==> src/rtl/core/bsc_pkg.sv <==
`timescale 1ns / 1ps

package bsc_pkg;

	localparam int ADC_W       = 24;
	localparam int COEF_W      = 16;
	localparam int REG_IDX_W   = 3;
	localparam int P_W         = 17;
	localparam int T_W         = 12;
	localparam int IN_TDATA_W  = 48;
	localparam int OUT_TDATA_W = 32;

	localparam int DT_W   = 25;
	localparam int NUM_W  = 42;
	localparam int OFF_W  = 36;
	localparam int SENS_W = 36;
	localparam int SPLIT  = 18;
	localparam int PL_W   = ADC_W + SPLIT;
	localparam int PH_W   = ADC_W + 1 + SPLIT;
	localparam int TQ_W   = 19;
	localparam int X_W    = 60;
	localparam int PQ_W   = 24;

	localparam int NUM_STAGES = 10;

	localparam logic [REG_IDX_W-1:0] REG_SENS_BASE   = 3'd0;
	localparam logic [REG_IDX_W-1:0] REG_OFFSET_BASE = 3'd1;
	localparam logic [REG_IDX_W-1:0] REG_SENS_TEMP   = 3'd2;
	localparam logic [REG_IDX_W-1:0] REG_OFFSET_TEMP = 3'd3;
	localparam logic [REG_IDX_W-1:0] REG_REF_TEMP    = 3'd4;
	localparam logic [REG_IDX_W-1:0] REG_TEMP_SLOPE  = 3'd5;

	localparam logic signed [NUM_W-1:0] TEMP_BASE = 42'sd16777216000;

	localparam int            DIV_BY    = 100;
	localparam int            RECIP_W   = 26;
	localparam int            DIV_SHIFT = 32;
	localparam logic [RECIP_W-1:0] DIV_RECIP = 26'd42949673;

	typedef logic [NUM_STAGES-1:0] stage_en_t;

	typedef struct packed {
		logic [COEF_W-1:0] sens_base;
		logic [COEF_W-1:0] offset_base;
		logic [COEF_W-1:0] sens_temp;
		logic [COEF_W-1:0] offset_temp;
		logic [COEF_W-1:0] ref_temp;
		logic [COEF_W-1:0] temp_slope;
	} coef_t;

endpackage

==> src/rtl/core/bsc_div100.sv <==
`timescale 1ns / 1ps

module bsc_div100 #(
	parameter int IN_W  = 24,
	parameter int OUT_W = 17
) (
	input  logic                    clk,
	input  logic                    arst_n,
	input  logic [1:0]              en,
	input  logic                    vld_a,
	input  logic signed [IN_W-1:0]  din,
	output logic signed [OUT_W-1:0] dout
);
	import bsc_pkg::*;

	localparam int PROD_W = IN_W + RECIP_W;
	localparam int Q_W    = PROD_W - DIV_SHIFT;

	logic [IN_W-1:0]   mag, mag_a;
	logic              neg_a;
	logic [PROD_W-1:0] prod_a;
	logic [Q_W-1:0]    q;
	logic signed [Q_W:0] qs;
	logic [IN_W+7:0]   q100;

	assign mag  = din[IN_W-1] ? IN_W'(-din) : IN_W'(din);
	assign q    = prod_a[PROD_W-1:DIV_SHIFT];
	assign qs   = neg_a ? -$signed({1'b0, q}) : $signed({1'b0, q});
	assign q100 = (IN_W+8)'(q) * (IN_W+8)'(DIV_BY);

	always_ff @(posedge clk) begin
		if (en[0]) begin
			mag_a  <= mag;
			neg_a  <= din[IN_W-1];
			prod_a <= {{RECIP_W{1'b0}}, mag} * {{IN_W{1'b0}}, DIV_RECIP};
		end
		if (en[1]) begin
			dout <= OUT_W'(qs);
		end
	end

	a_quot_exact: assert property (@(posedge clk) disable iff (!arst_n)
		vld_a |-> (q100 <= (IN_W+8)'(mag_a)) &&
		((IN_W+8)'(mag_a) - q100 < (IN_W+8)'(DIV_BY)))
		else $error("reciprocal quotient off by one");

endmodule

==> config.mk <==
export PLATFORM = sky130hd
export DESIGN_NAME = bsc_div100
export DESIGN_NICKNAME = d
export VERILOG_FILES = /design/src/rtl/core/bsc_pkg.sv /design/src/rtl/core/bsc_div100.sv
export SDC_FILE = /design/constraint.sdc
export NUM_CORES = 1
export LEC_CHECK = 0
export BUFFER_PORTS_ARGS = -buffer_cell sky130_fd_sc_hd__buf_4
export CORE_MARGIN = 5
export CORE_UTILIZATION = 25
export DETAILED_ROUTE_END_ITERATION = 12
export GPL_TIMING_DRIVEN = 1
export RECOVER_POWER = 25
export SKIP_LAST_GASP = 1
export SLEW_MARGIN = 20
export SYNTH_ARGS = -nofsm -noshare
export SYNTH_HDL_FRONTEND = slang
export SYNTH_SLANG_ARGS = --single-unit
==> constraint.sdc <==
create_clock -name clk -period 8.7 [get_ports clk]
set_clock_uncertainty 0.1 [all_clocks]
set_input_delay 0.87 -clock clk [delete_from_list [all_inputs] [get_ports clk]]
set_output_delay 0.87 -clock clk [all_outputs]
set_load 0.1 [all_outputs]
==> summary.md <==
| Metric | Value |
|---|---|
| Outcome | `complete, no violations` |
| Share of cells above drive strength 1 | `19.8%` |
| FF-to-FF Start | `prod_a[35]` |
| Critical path's largest stage delay | `0.56 ns` |
| Core Util, Final | `31.1%` |
| Synth Register Bits | `35` |
| Crit path max-delay family | `adder cells` |
| Unique masters post-synth | `51` |
| Async SR Flop Fraction | `0%` |
| Largest net degree at the start of global routing | `27` |
| Initial core utilization | `25.2%` |
| Final #Nets | `1,783` |
| Setup TNS | `0 ns` |
| Post-route ant nets | `0` |
| Synth area leaders | `fa_1 35%, ha_1 27%, inv_1 11%, edfxtp_1 9.2%, xnor2_1 4.0%` |
| Slew Viols, Final | `0` |
| # placed instances | `1,889` |
| Slew of the pin with the lowest slew margin | `0.954 ns` |
| Syn-to-layout area delta | `23.2%` |
| Syn Nets | `1,601` |
| Crit. End Element | `flop` |
| Clk root buf | `clkbuf_16` |
| Fmax | `117 MHz` |
| Area occupied by multi-input gates | `9450 um2` |
| Commonest register cell after synthesis | `edfxtp_1` |
| Min-delay src | `prod_a[32]` |
| I/O pins | `46` |
| CP max FO | `3` |
| Final worst slack | `0.135 ns` |
| Chip Width | `224 um` |
| EDFF count, synth | `35` |
| Die Y | `224 um` |
| H-tree levels | `2` |
| Clock-pin slew on the worst setup and hold paths | `0.05 ns` |
| # hold bufs at CTS | `0` |
| DR WL met3 | `1340 um` |
| CTS Buffer Depth | `2` |
| Vias in the first global route | `8,630` |
| Clock sink count | `35` |
| Slew headroom | `36.4%` |
| HPWL after DPL | `26,100 um` |
| Area leader, netlist | `fa_1` |
| M1 wire length | `12,900 um` |
| DRC | `0` |
| Drt total wl | `28,600 um` |
| Dpl ws | `-0.736 ns` |
| GRT Resource Usage Total | `11.4%` |
| Yosys Warn Count | `0` |
| Total congestion overflow | `0` |
| Antenna violations before repair | `0` |
| First-pass GRT wire length | `45,800 um` |
| Die area | `50,000 um2` |
| HP Class | `reg -> reg` |
| CP required | `8.62 ns` |
| Synth top cells by count | `335 x inv_1, 248 x ha_1, 201 x fa_1` |
| Crit path buffers/inverters | `7` |
| Vias per cell | `4.26` |
| Cells after Synth | `1,123` |
| 1st-pass router iterations | `4` |
| Port Buffer Count | `43` |
| Final worst path period share | `98.5%` |
| Num CTS Buffers | `5` |
| Count leader, synth | `inv_1` |
| Via count | `8,127` |
| Row cnt | `78` |
| CTS tree | `done` |
| Core Box Area | `45,300 um2` |
| Layout Cells excl Fill | `1,906` |
| Synthesized area per cell | `10.2 um2` |
| DRT iter0 DRCs | `351` |
| Worst path most repeated cell | `fa_1` |
| Max Cap Viol | `0` |
| ANT cells | `0` |
| Placer congestion estimate | `0.895` |
| Final hold vios | `0` |
| Fillers | `4,685` |
| Critical path class | `in -> reg` |
| Reg area | `1050 um2` |
| Mapped cell area | `11,400 um2` |
| Setup violations, final | `0` |
| Clk Latency, worst-skew pair | `0.27 ns` |
| Post-synthesis sequential area ratio | `9.21%` |
| Synth top area share | `35.2%` |
| Uppermost layer routed | `met4` |
| Min cycle time layout | `8.57 ns` |
| Worst EP arrival | `8.49 ns` |
| Element type at the critical path start | `input port` |
| Crit. Startpoint | `din[11]` |
| Unrepaired setup endpoints after global routing | `yes` |
| Routed WL per cell | `15.0 um` |
| Critical Path Slowest Stage Cell | `or4_4` |
| WL met2 | `13,900 um` |
-- final timing paths --
check / to / slack, ns / cells past startpoint
worst max-delay path: prod_a[47] / 0.13 / 30
worst min-delay path: dout[0] / 0.42 / 0
worst max register to register: dout[13] / 6.50 / 6
worst min register to register: dout[0] / 0.42 / 0
-- layout by cell type, fill, tap and decap left out, types with 3 or more instances in the layout --
master,instances
o21bai_1,4
xnor2_1,48
nor2_1,14
or2_2,4
xnor2_2,3
fa_2,6
and3_1,4
a21o_1,16
buf_4,171
nand4_1,8
ha_1,235
ha_4,11
nand2_1,32
clkbuf_16,5
fa_1,195
inv_2,10
buf_6,5
o41ai_1,4
inv_1,325
nand2b_1,6
clkbuf_1,3
o31ai_1,11
o211ai_1,4
xor2_1,10
edfxtp_1,35
o21ai_0,22
a21oi_2,8
nor3_1,5
a21oi_1,30
nand3_1,12
-- sequential cells by signal (all words and copies together), names as in the netlist --
register,count
prod_a,17
neg_a,1
dout,17
-- repair_timing --
action                                  4_1_cts  5_1_grt
endpoints found under the setup margin       15       15
buffers inserted                              2        8
pin swaps                                    28       44
gates resized for setup                      23       50
-- metal layers --
layer,track usage [%],up-vias
met3,1.45,26
met2,19.2,131
met5,0,-
met4,2.09,0
met1,15.9,4036
li1,-,3934
-- kinds of logic after synthesis --
kind of cell / after synthesis / share of synthesized area (%)
buffers and inverters: 339 / 11.1
adders and majority gates: 449 / 62.4
and+or+nand+nor: 110 / 5.08
AOI/OAI and AO/OA: 126 / 7.23
DFF: 35 / 9.21
xor gates and xnor gates: 64 / 4.91
-- layout make-up --
cell class / instances / share of cell area (%)
clock buffers: 6 / 0.917
multi-input cells: 749 / 67.2
clock inverters: 2 / 0.427
well taps: 600 / 5.34
flip-flops and latches: 35 / 7.47
inverters: 335 / 8.94
repair buffers: 179 / 9.73
-- per-stage QoR --
stage / area, um2 / hold slack, ns
after floorplan: 11400 / 0.353
after global placement: 13500 / 0.407
after detailed placement: 13500 / 0.422
after CTS: 13800 / 0.434
after global routing: 14100 / 0.439
final: 14100 / 0.415
Power is left out: the tool's default activity adds up to more than one toggle a clock period on the data nets, which glitch-free logic cannot reach.
