<file path="config.mk">
export PLATFORM = sky130hd
export DESIGN_NAME = bsc_front
export DESIGN_NICKNAME = d
export VERILOG_FILES = /design/src/rtl/core/bsc_pkg.sv /design/src/rtl/core/bsc_front.sv
export SDC_FILE = /design/constraint.sdc
export NUM_CORES = 2
export LEC_CHECK = 0
export ABC_AREA = 1
export BUFFER_PORTS_ARGS = -buffer_cell sky130_fd_sc_hd__buf_2
export CAP_MARGIN = 20
export CORE_UTILIZATION = 33
export DETAILED_ROUTE_END_ITERATION = 10
export GPL_TIMING_DRIVEN = 0
export MAX_ROUTING_LAYER = met4
export PLACE_DENSITY = 0.57
export SLEW_MARGIN = 20
export SYNTH_ARGS = -nofsm -noshare
export SYNTH_HDL_FRONTEND = slang
export SYNTH_SLANG_ARGS = --single-unit
</file>
<file path="constraint.sdc">
create_clock -name clk -period 9.4 [get_ports clk]
set_clock_uncertainty 0.05 [all_clocks]
set_input_delay 1.88 -clock clk [delete_from_list [all_inputs] [get_ports clk]]
set_output_delay 1.88 -clock clk [all_outputs]
set_load 0.01 [all_outputs]
</file>
<file path="src/rtl/core/bsc_pkg.sv">
`timescale 1ns / 1ps

package bsc_pkg;

	localparam int ADC_W       = 24;
	localparam int COEF_W      = 16;
	localparam int REG_IDX_W   = 3;
	localparam int P_W         = 17;
	localparam int T_W         = 12;
	localparam int IN_TDATA_W  = 48;
	localparam int OUT_TDATA_W = 32;

	localparam int DT_W   = 25;
	localparam int NUM_W  = 42;
	localparam int OFF_W  = 36;
	localparam int SENS_W = 36;
	localparam int SPLIT  = 18;
	localparam int PL_W   = ADC_W + SPLIT;
	localparam int PH_W   = ADC_W + 1 + SPLIT;
	localparam int TQ_W   = 19;
	localparam int X_W    = 60;
	localparam int PQ_W   = 24;

	localparam int NUM_STAGES = 10;

	localparam logic [REG_IDX_W-1:0] REG_SENS_BASE   = 3'd0;
	localparam logic [REG_IDX_W-1:0] REG_OFFSET_BASE = 3'd1;
	localparam logic [REG_IDX_W-1:0] REG_SENS_TEMP   = 3'd2;
	localparam logic [REG_IDX_W-1:0] REG_OFFSET_TEMP = 3'd3;
	localparam logic [REG_IDX_W-1:0] REG_REF_TEMP    = 3'd4;
	localparam logic [REG_IDX_W-1:0] REG_TEMP_SLOPE  = 3'd5;

	localparam logic signed [NUM_W-1:0] TEMP_BASE = 42'sd16777216000;

	localparam int            DIV_BY    = 100;
	localparam int            RECIP_W   = 26;
	localparam int            DIV_SHIFT = 32;
	localparam logic [RECIP_W-1:0] DIV_RECIP = 26'd42949673;

	typedef logic [NUM_STAGES-1:0] stage_en_t;

	typedef struct packed {
		logic [COEF_W-1:0] sens_base;
		logic [COEF_W-1:0] offset_base;
		logic [COEF_W-1:0] sens_temp;
		logic [COEF_W-1:0] offset_temp;
		logic [COEF_W-1:0] ref_temp;
		logic [COEF_W-1:0] temp_slope;
	} coef_t;

endpackage

</file>
<file path="src/rtl/core/bsc_front.sv">
`timescale 1ns / 1ps

module bsc_front (
	input  logic                                   clk,
	input  bsc_pkg::stage_en_t                     en,
	input  bsc_pkg::coef_t                         coef,
	input  logic        [bsc_pkg::ADC_W-1:0]       d1,
	input  logic        [bsc_pkg::ADC_W-1:0]       d2,
	output logic        [bsc_pkg::ADC_W-1:0]       d1_s4,
	output logic signed [bsc_pkg::OFF_W-1:0]       off_s4,
	output logic signed [bsc_pkg::SENS_W-1:0]      sens_s4,
	output logic signed [bsc_pkg::TQ_W-1:0]        tq_s4
);
	import bsc_pkg::*;

	logic        [ADC_W-1:0] d1_s1, d1_s2, d1_s3;
	logic signed [DT_W-1:0]  dt_s1;
	logic signed [NUM_W-1:0] p_off_s2, p_sens_s2, p_temp_s2;
	logic signed [NUM_W-1:0] n_off_s3, n_sens_s3, n_temp_s3;
	logic signed [NUM_W-1:0] off_b, sens_b, temp_b;
	logic signed [COEF_W:0]  c_off, c_sens, c_temp;

	assign c_off  = $signed({1'b0, coef.offset_temp});
	assign c_sens = $signed({1'b0, coef.sens_temp});
	assign c_temp = $signed({1'b0, coef.temp_slope});

	// bias negative values so the arithmetic shift truncates toward zero
	assign off_b  = n_off_s3 + $signed({{(NUM_W-6){1'b0}}, {6{n_off_s3[NUM_W-1]}}});
	assign sens_b = n_sens_s3 + $signed({{(NUM_W-7){1'b0}}, {7{n_sens_s3[NUM_W-1]}}});
	assign temp_b = n_temp_s3 + $signed({{(NUM_W-23){1'b0}}, {23{n_temp_s3[NUM_W-1]}}});

	always_ff @(posedge clk) begin
		if (en[0]) begin
			d1_s1 <= d1;
			dt_s1 <= $signed({1'b0, d2}) - $signed({1'b0, coef.ref_temp, 8'b0});
		end
		if (en[1]) begin
			d1_s2     <= d1_s1;
			p_off_s2  <= dt_s1 * c_off;
			p_sens_s2 <= dt_s1 * c_sens;
			p_temp_s2 <= dt_s1 * c_temp;
		end
		if (en[2]) begin
			d1_s3     <= d1_s2;
			n_off_s3  <= $signed({3'b0, coef.offset_base, 23'b0}) + p_off_s2;
			n_sens_s3 <= $signed({3'b0, coef.sens_base, 23'b0}) + p_sens_s2;
			n_temp_s3 <= TEMP_BASE + p_temp_s2;
		end
		if (en[3]) begin
			d1_s4   <= d1_s3;
			off_s4  <= OFF_W'(off_b >>> 6);
			sens_s4 <= SENS_W'(sens_b >>> 7);
			tq_s4   <= TQ_W'(temp_b >>> 23);
		end
	end

endmodule

</file>
==> metrics.yaml <==
run_status:
  status: "complete, no violations"
synth:
  ys_top_cells_by_area: "fa_1 (34%), edfxtp_1 (20%), nand2_1 (14%), inv_1 (13%), ha_1 (7.1%)"
  avgSynthCellArea_um2: 8.09
  syn_nets: 10215
  synth-edff-count: 463
  synth_area_mm2: 0.0687
  ys_types: 43
  synth_common_cells: "nand2_1 (2476), inv_1 (2424), fa_1 (1176)"
  syn_inst: 8493
  yosysWarnings: 0
  synthArstFlopShare: 0
  synth-seq-cells: 463
  synth_top_area_frac: 0.343
  ys.flop_type: "edfxtp_1"
  yosysMostFrequentCell: "nand2_1"
  yosys.area.top_type: "fa_1"
  ys_seq_area_frac: 0.202
routing:
  num_vias: 54406
  wire_per_inst_um: 19.8
  remaining_drc_errors: 0
  finalWirelength_um: 230000
  viasPerCell: 4.68
  postRouteAntennaNets: 0
  drt-initial-drc-count: 4154
  firstDrtPassIters: 7
run:
  drv_cap: 0
clocking:
  clk_pin_slew_worst_paths_ns: 0.06
  cts_buffer_depth: 3
  post_cts_resized: 0
  postCtsSetupBuffers: 0
  ctsHtreeMaxLevel: 2
  ctsHoldBuffers: 0
  insertion_delay_ns: 0.68
  cts_root_buf: "clkbuf_16"
  cts_tree: "built"
  clock-sinks: 463
  numCtsBuffers: 53
die:
  io_pins: 270
  core_mm2: 0.207
  start_util: 0.332
  die_h_um: 458
  die_w_um: 458
  die-area_mm2: 0.210
  rows: 167
sta:
  rsz0062_at_grt: "no"
  timing.setup.tns_ns: 0
  tightest_slew_ns: 1.30
  drv_slew: 0
  holdWs_ns: 0.335
  slew_headroom: 0.131
  max_freq_mhz: 117
  setup_viol: 0
  timing.final.hold_violations: 0
  min_period_ns: 8.53
  post-route-period-util: 0.907
placed_design:
  port_buffers: 215
  placed_cells: 11500
  dpl.hpwl_um: 194000
  place.gp.congestion: 0.986
worst_setup_path:
  r2r_slack_ns: 1.44
  crit_arrival_ns: 8.86
  cp_data_required_time_ns: 9.73
  crit_type: "in2reg"
  start_kind: "input pin"
  reg2reg_from: "dt_s1[24]"
  cp_max_fo: 10
  critPathLaunch: "coef[51]"
  r2r_end: "p_temp_s2[39]"
  critPathCapture: "p_sens_s2[38]"
  cp-end-kind: "register"
  rr_worst_depth: 20
global_route:
  grtUsageTotal: 0.229
  globalRouteOverflowTotal: 0
  grt_pass1_vias: 56493
  grt_max_degree: 86
  antenna_found_initial: 21
  grt_pass1_wl_um: 348000
layout:
  drive_above_1_share: 0.0440
  stdcell_count: 11619
  area_growth_pct: 9.58
  nNetsFinal: 10494
min_path:
  hold_class: "reg2reg"
  min_path_cells: 0
layout by cell type, fill, tap and decap left out, types with 7 or more instances in the layout:
cell       instances
fa_1            1176
inv_1           2424
nand4_1           59
clkinv_2           9
a21oi_1          180
clkbuf_1         217
clkbuf_16         53
xnor2_1           41
buf_2            219
o21ai_2            7
nand2_2            9
nand3_1          206
buf_1             26
o21ai_0           62
clkbuf_2          26
clkinv_1          11
nand2_1         2476
nor2_1           434
o21bai_1          32
inv_6              8
nor3_1            48
diode_2           15
xor2_1           121
edfxtp_1         463
nand3b_1          21
a21o_1             8
ha_1             391
per-layer routing:
layer	GRT usage	routed length [µm]
met5	-	0
met4	0.0901	10200
met3	0.0350	15800
met2	0.371	109000
met1	0.286	95600
flip-flops by register name (all words and copies together) (netlist names):
name / flops
p_temp_s2: 42
p_off_s2: 42
off_s4: 36
d1_s4: 24
n_temp_s3: 42
dt_s1: 25
d1_s1: 24
d1_s3: 24
p_sens_s2: 42
sens_s4: 35
n_off_s3: 42
tq_s4: 19
n_sens_s3: 42
d1_s2: 24
logic make-up (layout without fill, tap and decap cells):
family          count (synthesis)  in the layout  share of synthesized area
compound gates                313            313                     0.0257
xor+xnor                      162            162                     0.0206
fa+ha+maj                    1567           1567                      0.414
buf+inv                      2701           3024                      0.148
flops                         463            463                      0.202
other cells                     0             15                          0
simple gates                 3287           3287                      0.190
critical path, stage by stage:
cell,delay [ns]
clkbuf_1,0.72
clkbuf_1,0.62
nand2_1,0.23
fa_1,0.84
fa_1,0.47
inv_1,0.36
fa_1,0.53
fa_1,0.54
fa_1,0.50
inv_1,0.05
fa_1,0.47
inv_1,0.04
ha_1,0.47
nand2_1,0.16
nor2_1,0.27
nand2_1,0.17
nor2_1,0.16
nand3_1,0.12
nand4_1,0.12
nand2_1,0.11
how the worst min path moves through the flow:
stage / endpoint / slack, ns / startpoint
3_5_place_dp: d1_s2[10] / 0.35 / d1_s1[10]
3_3_place_gp: d1_s3[12] / 0.35 / d1_s2[12]
4_1_cts: n_sens_s3[18] / 0.33 / p_sens_s2[18]
2_1_floorplan: d1_s2[0] / 0.35 / d1_s1[0]
5_1_grt: n_sens_s3[18] / 0.36 / p_sens_s2[18]
6_report: n_sens_s3[18] / 0.33 / p_sens_s2[18]
stage by stage:
stage	worst slack, ns	utilization	instance area [µm²]
floorplan	2.16	-	68700
global placement	0.246	0.354	73300
detailed placement	0.301	0.355	73500
CTS	0.996	0.363	75200
global route	0.539	0.364	75300
finish	0.871	0.364	75300
cell type report:
class	instances	area, µm²
buffer	274	1070
antenna	15	37.5
timing repair buffer	224	1280
sequential	463	13900
tap	2788	3490
clock buffer	57	1340
clock inverter	42	393
fill	21729	132000
inverter	2427	9110
multi-input combinational	5329	44700
Power is left out: the tool's default activity adds up to more than one toggle a clock period on the data nets, which glitch-free logic cannot reach.
