## src/rtl/core/bsc_pkg.sv

```systemverilog
`timescale 1ns / 1ps

package bsc_pkg;

	localparam int ADC_W       = 24;
	localparam int COEF_W      = 16;
	localparam int REG_IDX_W   = 3;
	localparam int P_W         = 17;
	localparam int T_W         = 12;
	localparam int IN_TDATA_W  = 48;
	localparam int OUT_TDATA_W = 32;

	localparam int DT_W   = 25;
	localparam int NUM_W  = 42;
	localparam int OFF_W  = 36;
	localparam int SENS_W = 36;
	localparam int SPLIT  = 18;
	localparam int PL_W   = ADC_W + SPLIT;
	localparam int PH_W   = ADC_W + 1 + SPLIT;
	localparam int TQ_W   = 19;
	localparam int X_W    = 60;
	localparam int PQ_W   = 24;

	localparam int NUM_STAGES = 10;

	localparam logic [REG_IDX_W-1:0] REG_SENS_BASE   = 3'd0;
	localparam logic [REG_IDX_W-1:0] REG_OFFSET_BASE = 3'd1;
	localparam logic [REG_IDX_W-1:0] REG_SENS_TEMP   = 3'd2;
	localparam logic [REG_IDX_W-1:0] REG_OFFSET_TEMP = 3'd3;
	localparam logic [REG_IDX_W-1:0] REG_REF_TEMP    = 3'd4;
	localparam logic [REG_IDX_W-1:0] REG_TEMP_SLOPE  = 3'd5;

	localparam logic signed [NUM_W-1:0] TEMP_BASE = 42'sd16777216000;

	localparam int            DIV_BY    = 100;
	localparam int            RECIP_W   = 26;
	localparam int            DIV_SHIFT = 32;
	localparam logic [RECIP_W-1:0] DIV_RECIP = 26'd42949673;

	typedef logic [NUM_STAGES-1:0] stage_en_t;

	typedef struct packed {
		logic [COEF_W-1:0] sens_base;
		logic [COEF_W-1:0] offset_base;
		logic [COEF_W-1:0] sens_temp;
		logic [COEF_W-1:0] offset_temp;
		logic [COEF_W-1:0] ref_temp;
		logic [COEF_W-1:0] temp_slope;
	} coef_t;

endpackage

```

## src/rtl/core/bsc_press.sv

```systemverilog
`timescale 1ns / 1ps

module bsc_press (
	input  logic                                   clk,
	input  bsc_pkg::stage_en_t                     en,
	input  logic        [bsc_pkg::ADC_W-1:0]       d1_s4,
	input  logic signed [bsc_pkg::OFF_W-1:0]       off_s4,
	input  logic signed [bsc_pkg::SENS_W-1:0]      sens_s4,
	input  logic signed [bsc_pkg::TQ_W-1:0]        tq_s4,
	output logic signed [bsc_pkg::PQ_W-1:0]        pq_s8,
	output logic signed [bsc_pkg::TQ_W-1:0]        tq_s8
);
	import bsc_pkg::*;

	logic        [PL_W-1:0]  pl_s5;
	logic signed [PH_W-1:0]  ph_s5;
	logic signed [OFF_W-1:0] off_s5, off_s6;
	logic signed [X_W-1:0]   pp, pp_s6, x_s7, x_b;
	logic signed [TQ_W-1:0]  tq_s5, tq_s6, tq_s7;

	// product of d1 and sens as two partial products on the halves of sens
	assign pp = (X_W'(ph_s5) <<< SPLIT) + $signed({{(X_W-PL_W){1'b0}}, pl_s5});
	assign x_b = x_s7 + $signed({{(X_W-36){1'b0}}, {36{x_s7[X_W-1]}}});

	always_ff @(posedge clk) begin
		if (en[4]) begin
			pl_s5  <= {{SPLIT{1'b0}}, d1_s4} * {{ADC_W{1'b0}}, sens_s4[SPLIT-1:0]};
			ph_s5  <= PH_W'($signed({1'b0, d1_s4})) *
				PH_W'($signed(sens_s4[SENS_W-1:SPLIT]));
			off_s5 <= off_s4;
			tq_s5  <= tq_s4;
		end
		if (en[5]) begin
			pp_s6  <= pp;
			off_s6 <= off_s5;
			tq_s6  <= tq_s5;
		end
		if (en[6]) begin
			x_s7  <= pp_s6 - (X_W'(off_s6) <<< 21);
			tq_s7 <= tq_s6;
		end
		if (en[7]) begin
			pq_s8 <= PQ_W'(x_b >>> 36);
			tq_s8 <= tq_s7;
		end
	end

endmodule

```

## config.mk

```make
export PLATFORM = sky130hd
export DESIGN_NAME = bsc_press
export DESIGN_NICKNAME = d
export VERILOG_FILES = /design/src/rtl/core/bsc_pkg.sv /design/src/rtl/core/bsc_press.sv
export SDC_FILE = /design/constraint.sdc
export NUM_CORES = 2
export LEC_CHECK = 0
export ABC_CLOCK_PERIOD_IN_PS = 25800
export BUFFER_PORTS_ARGS = -buffer_cell sky130_fd_sc_hd__buf_2
export CORE_ASPECT_RATIO = 0.75
export CORE_MARGIN = 2
export CORE_UTILIZATION = 64
export DETAILED_ROUTE_END_ITERATION = 8
export PLACE_DENSITY_LB_ADDON = 0.25
export SETUP_SLACK_MARGIN = 0.05
export SLEW_MARGIN = 20
export SYNTH_ARGS = -nofsm -noshare
export SYNTH_HDL_FRONTEND = slang
export SYNTH_SLANG_ARGS = --single-unit
```

## constraint.sdc

```tcl
create_clock -name clk -period 25.8 [get_ports clk]
set_clock_uncertainty 0.15 [all_clocks]
set_input_delay 7.74 -clock clk [delete_from_list [all_inputs] [get_ports clk]]
set_output_delay 7.74 -clock clk [all_outputs]
set_load 0.02 [all_outputs]
```

==> reports/results.txt <==
Critical path destination = pl_s5[40]
Die height = 233 um
Busiest grt layer = met2
Reg2reg setup slack = 21.86 ns
Crit path depth = 23
Post-Place Cells = 5391
Share of cells above drive strength 1 = 5.90%
Async set or reset register ratio after synthesis = 0%
First-pass DRT Iterations = 6
Clk_lat worst skew = 0.55 ns
Largest net degree at the start of global routing = 80
Startpoint Class = input port
Register Area = 11300 um^2
Met1 Use GR = 43.0%
Nets = 5680
Fmax = 67.9 MHz
FF-to-FF path depth = 11
Synth Area in XOR/XNOR = 3.28%
Worst Path Required = 25.92 ns
RSZ-0062 raised after global routing = no
Final Routed Wirelength = 102 mm
DRT antenna net count = 0
First-pass GRT wire length = 168 mm
Adder-Cell Fraction of Synth Area = 41.4%
DR WL/cell = 18.6 um
FP Rows = 83
Die Width = 310 um
Crit Path Max Fanout = 36
FF-to-FF End = pq_s8[15]
Setup TNS = 0 ns
H-Tree Depth = 2
Synth Area per Inst = 10.0 um^2
Layout fillers = 5126
Critical setup path kind = input port to flip-flop
Max-slew violation count = 0
Max_slew headroom = 31.7%
Crit path launch = d1_s4[6]
CTS tree = yes
Final Hold Viols = 0
Syn_nets = 5654
Crit share post-route = 57.1%
Pre-CTS WS = 10.71 ns
Hold_buf cts = 0
Synthesis Warnings = 0
Port bufs = 162
CTS buffer count = 37
Synthesized area = 44800 um^2
Drt drc = 0
Mux contribution to synthesized area = 0%
Post-synthesis register bit count = 376
Final min period = 14.72 ns
Slowest cell delay on critical path = 0.71 ns
Status = completed
Slowest CP cell = a2111oi_0
Via count = 30811
Die ar. = 72200 um^2
# Post-CTS Setup Buffers = 0
Hold path cells = 0
PnR worst setup slack = 11.08 ns
Met2 GRT Util = 46.1%
Final Non-Filler Cells = 5460
Root buffer cell = clkbuf_16
Crit path DAT = 14.84 ns
Placer Congestion = 0.926
Initial antenna violation count = 1
Io pins = 169
Aggregate global routing overflow = 0
Crit path cell chain = buf_2 > nand2_1 > fa_1 > inv_1 > fa_1 > inv_1 > fa_1 > inv_1 > fa_1 > fa_1 > inv_1 > fa_1 > inv_1 > ha_1 > a2111oi_0 > nor3b_1 > o211ai_1 > a32oi_1 > a21o_1 > o21a_1 > o21bai_1 > a21oi_1 > xnor2_1
Netlist cell types = 71
Least-Margin Pin Slew = 1.02 ns
Hold_ws = 0.262 ns
Post-Syn Instances = 4469
Compound-Gate Fraction of Synth Area = 7.55%
Synth Flop Type = edfxtp_1
Post-Synth Simple-Gate Area = 13.1%
WP buf/inv = 6
Post-CTS sizing = 0
Core Area = 68900 um^2
Initial Util = 65.1%
Vias in the first global route = 32483
Worst R2R Start = x_s7[59]
Area grow syn2layout = 5.88%
Multi-input logic area = 29300 um^2
Clk sinks = 376
GRT Total Usage = 29.7%
CP top delay family = adder cells
Final setup vio count = 0
Endpoint class of the critical path = flip-flop
Max-cap viol count = 0
Post-synth EDFFs = 376
Reg clk slew, reported paths = 0.07 ns
Met3 usage = 5.73%
Maximum buffer depth of the clock tree = 3
Min-Delay Path Class = flip-flop to flip-flop
Post-DP HPWL = 75.6 mm
Via density = 5.64
Largest family of logic cells by synthesized area = adder cells
CP most frequent cell = fa_1
Initial DRC Count = 2636
Post-synthesis sequential area ratio = 25.2%
==> metal layers <==
metal	routed length, um	up-vias
met1	44500	15304
met4	2560	0
met5	0	-
met2	45100	1321
met3	9610	167
li1	-	14019
==> flip-flops by register name, summed over array words and instances, names as in the netlist <==
name,count
off_s5,36
off_s6,36
ph_s5,42
pl_s5,42
pp_s6,60
pq_s8,24
tq_s5,19
tq_s6,19
tq_s7,19
tq_s8,19
x_s7,60
==> through the flow <==
step                instance area, um^2  utilization, %
floorplan                         44800               -
global placement                  46200            67.1
detailed placement                46200            67.1
CTS                               47400            68.9
global route                      47500            68.9
finish                            47500            68.9
==> placed cells by master, fill, tap and decap left out, types with 108 or more instances in the layout <==
master,count
edfxtp_1,376
a21o_1,112
and2_1,321
xnor2_1,108
fa_1,706
nand2_1,624
ha_1,353
buf_2,159
a21oi_1,159
inv_1,942
==> worst min-delay path by stage <==
| stage | start | endpoint | slack, ns |
|---|---|---|---|
| 2_1_floorplan | off_s5[0] | off_s6[0] | 0.25 |
| 3_3_place_gp | off_s5[19] | off_s6[19] | 0.25 |
| 3_5_place_dp | off_s5[25] | off_s6[25] | 0.25 |
| 4_1_cts | pp_s6[7] | x_s7[7] | 0.26 |
| 5_1_grt | off_s5[32] | off_s6[32] | 0.27 |
| 6_report | tq_s7[9] | tq_s8[9] | 0.26 |
==> cell families (layout without fill, tap and decap cells) <==
family          count (synthesis)  in the layout
other cells                     0              3
flops                         376            376
compound gates                508            508
fa+ha+maj                    1059           1059
simple gates                 1224           1224
buf+inv                      1134           1187
xor+xnor                      168            168
==> cell usage after synthesis, drive strengths merged (6+ instances only) <==
library cell | instances | area share [%]
inv | 942 | 7.9
fa | 706 | 32
nand2 | 624 | 5.2
edfxtp | 376 | 25
ha | 353 | 9.9
and2 | 321 | 4.5
clkbuf | 190 | 1.6
a21oi | 162 | 1.8
a21o | 112 | 1.9
xnor2 | 108 | 2.1
nor2 | 78 | 0.65
o21ai | 67 | 0.75
xor2 | 60 | 1.2
nor2b | 37 | 0.52
nand3 | 36 | 0.40
nand4 | 33 | 0.46
o21bai | 27 | 0.45
and3 | 24 | 0.33
nor3 | 20 | 0.22
a31oi | 16 | 0.22
nand2b | 16 | 0.22
o21a | 16 | 0.27
o211ai | 14 | 0.23
a211oi | 11 | 0.21
nor4 | 9 | 0.14
o31ai | 9 | 0.16
a21boi | 8 | 0.13
a31o | 8 | 0.16
nor3b | 8 | 0.13
or2 | 8 | 0.11
a2111oi | 7 | 0.16
o221ai | 6 | 0.12
==> area by class of cell <==
cell class	count	area share, %
Antenna cell	3	0.0158
Clock buffer	42	2.04
Clock inverter	24	0.546
Inverter	942	7.45
Multi-Input combinational cell	2959	61.7
Sequential cell	376	23.8
Tap cell	935	2.46
Timing Repair Buffer	179	2.00
Power is left out: the tool's default activity adds up to more than one toggle a clock period on the data nets, which glitch-free logic cannot reach.
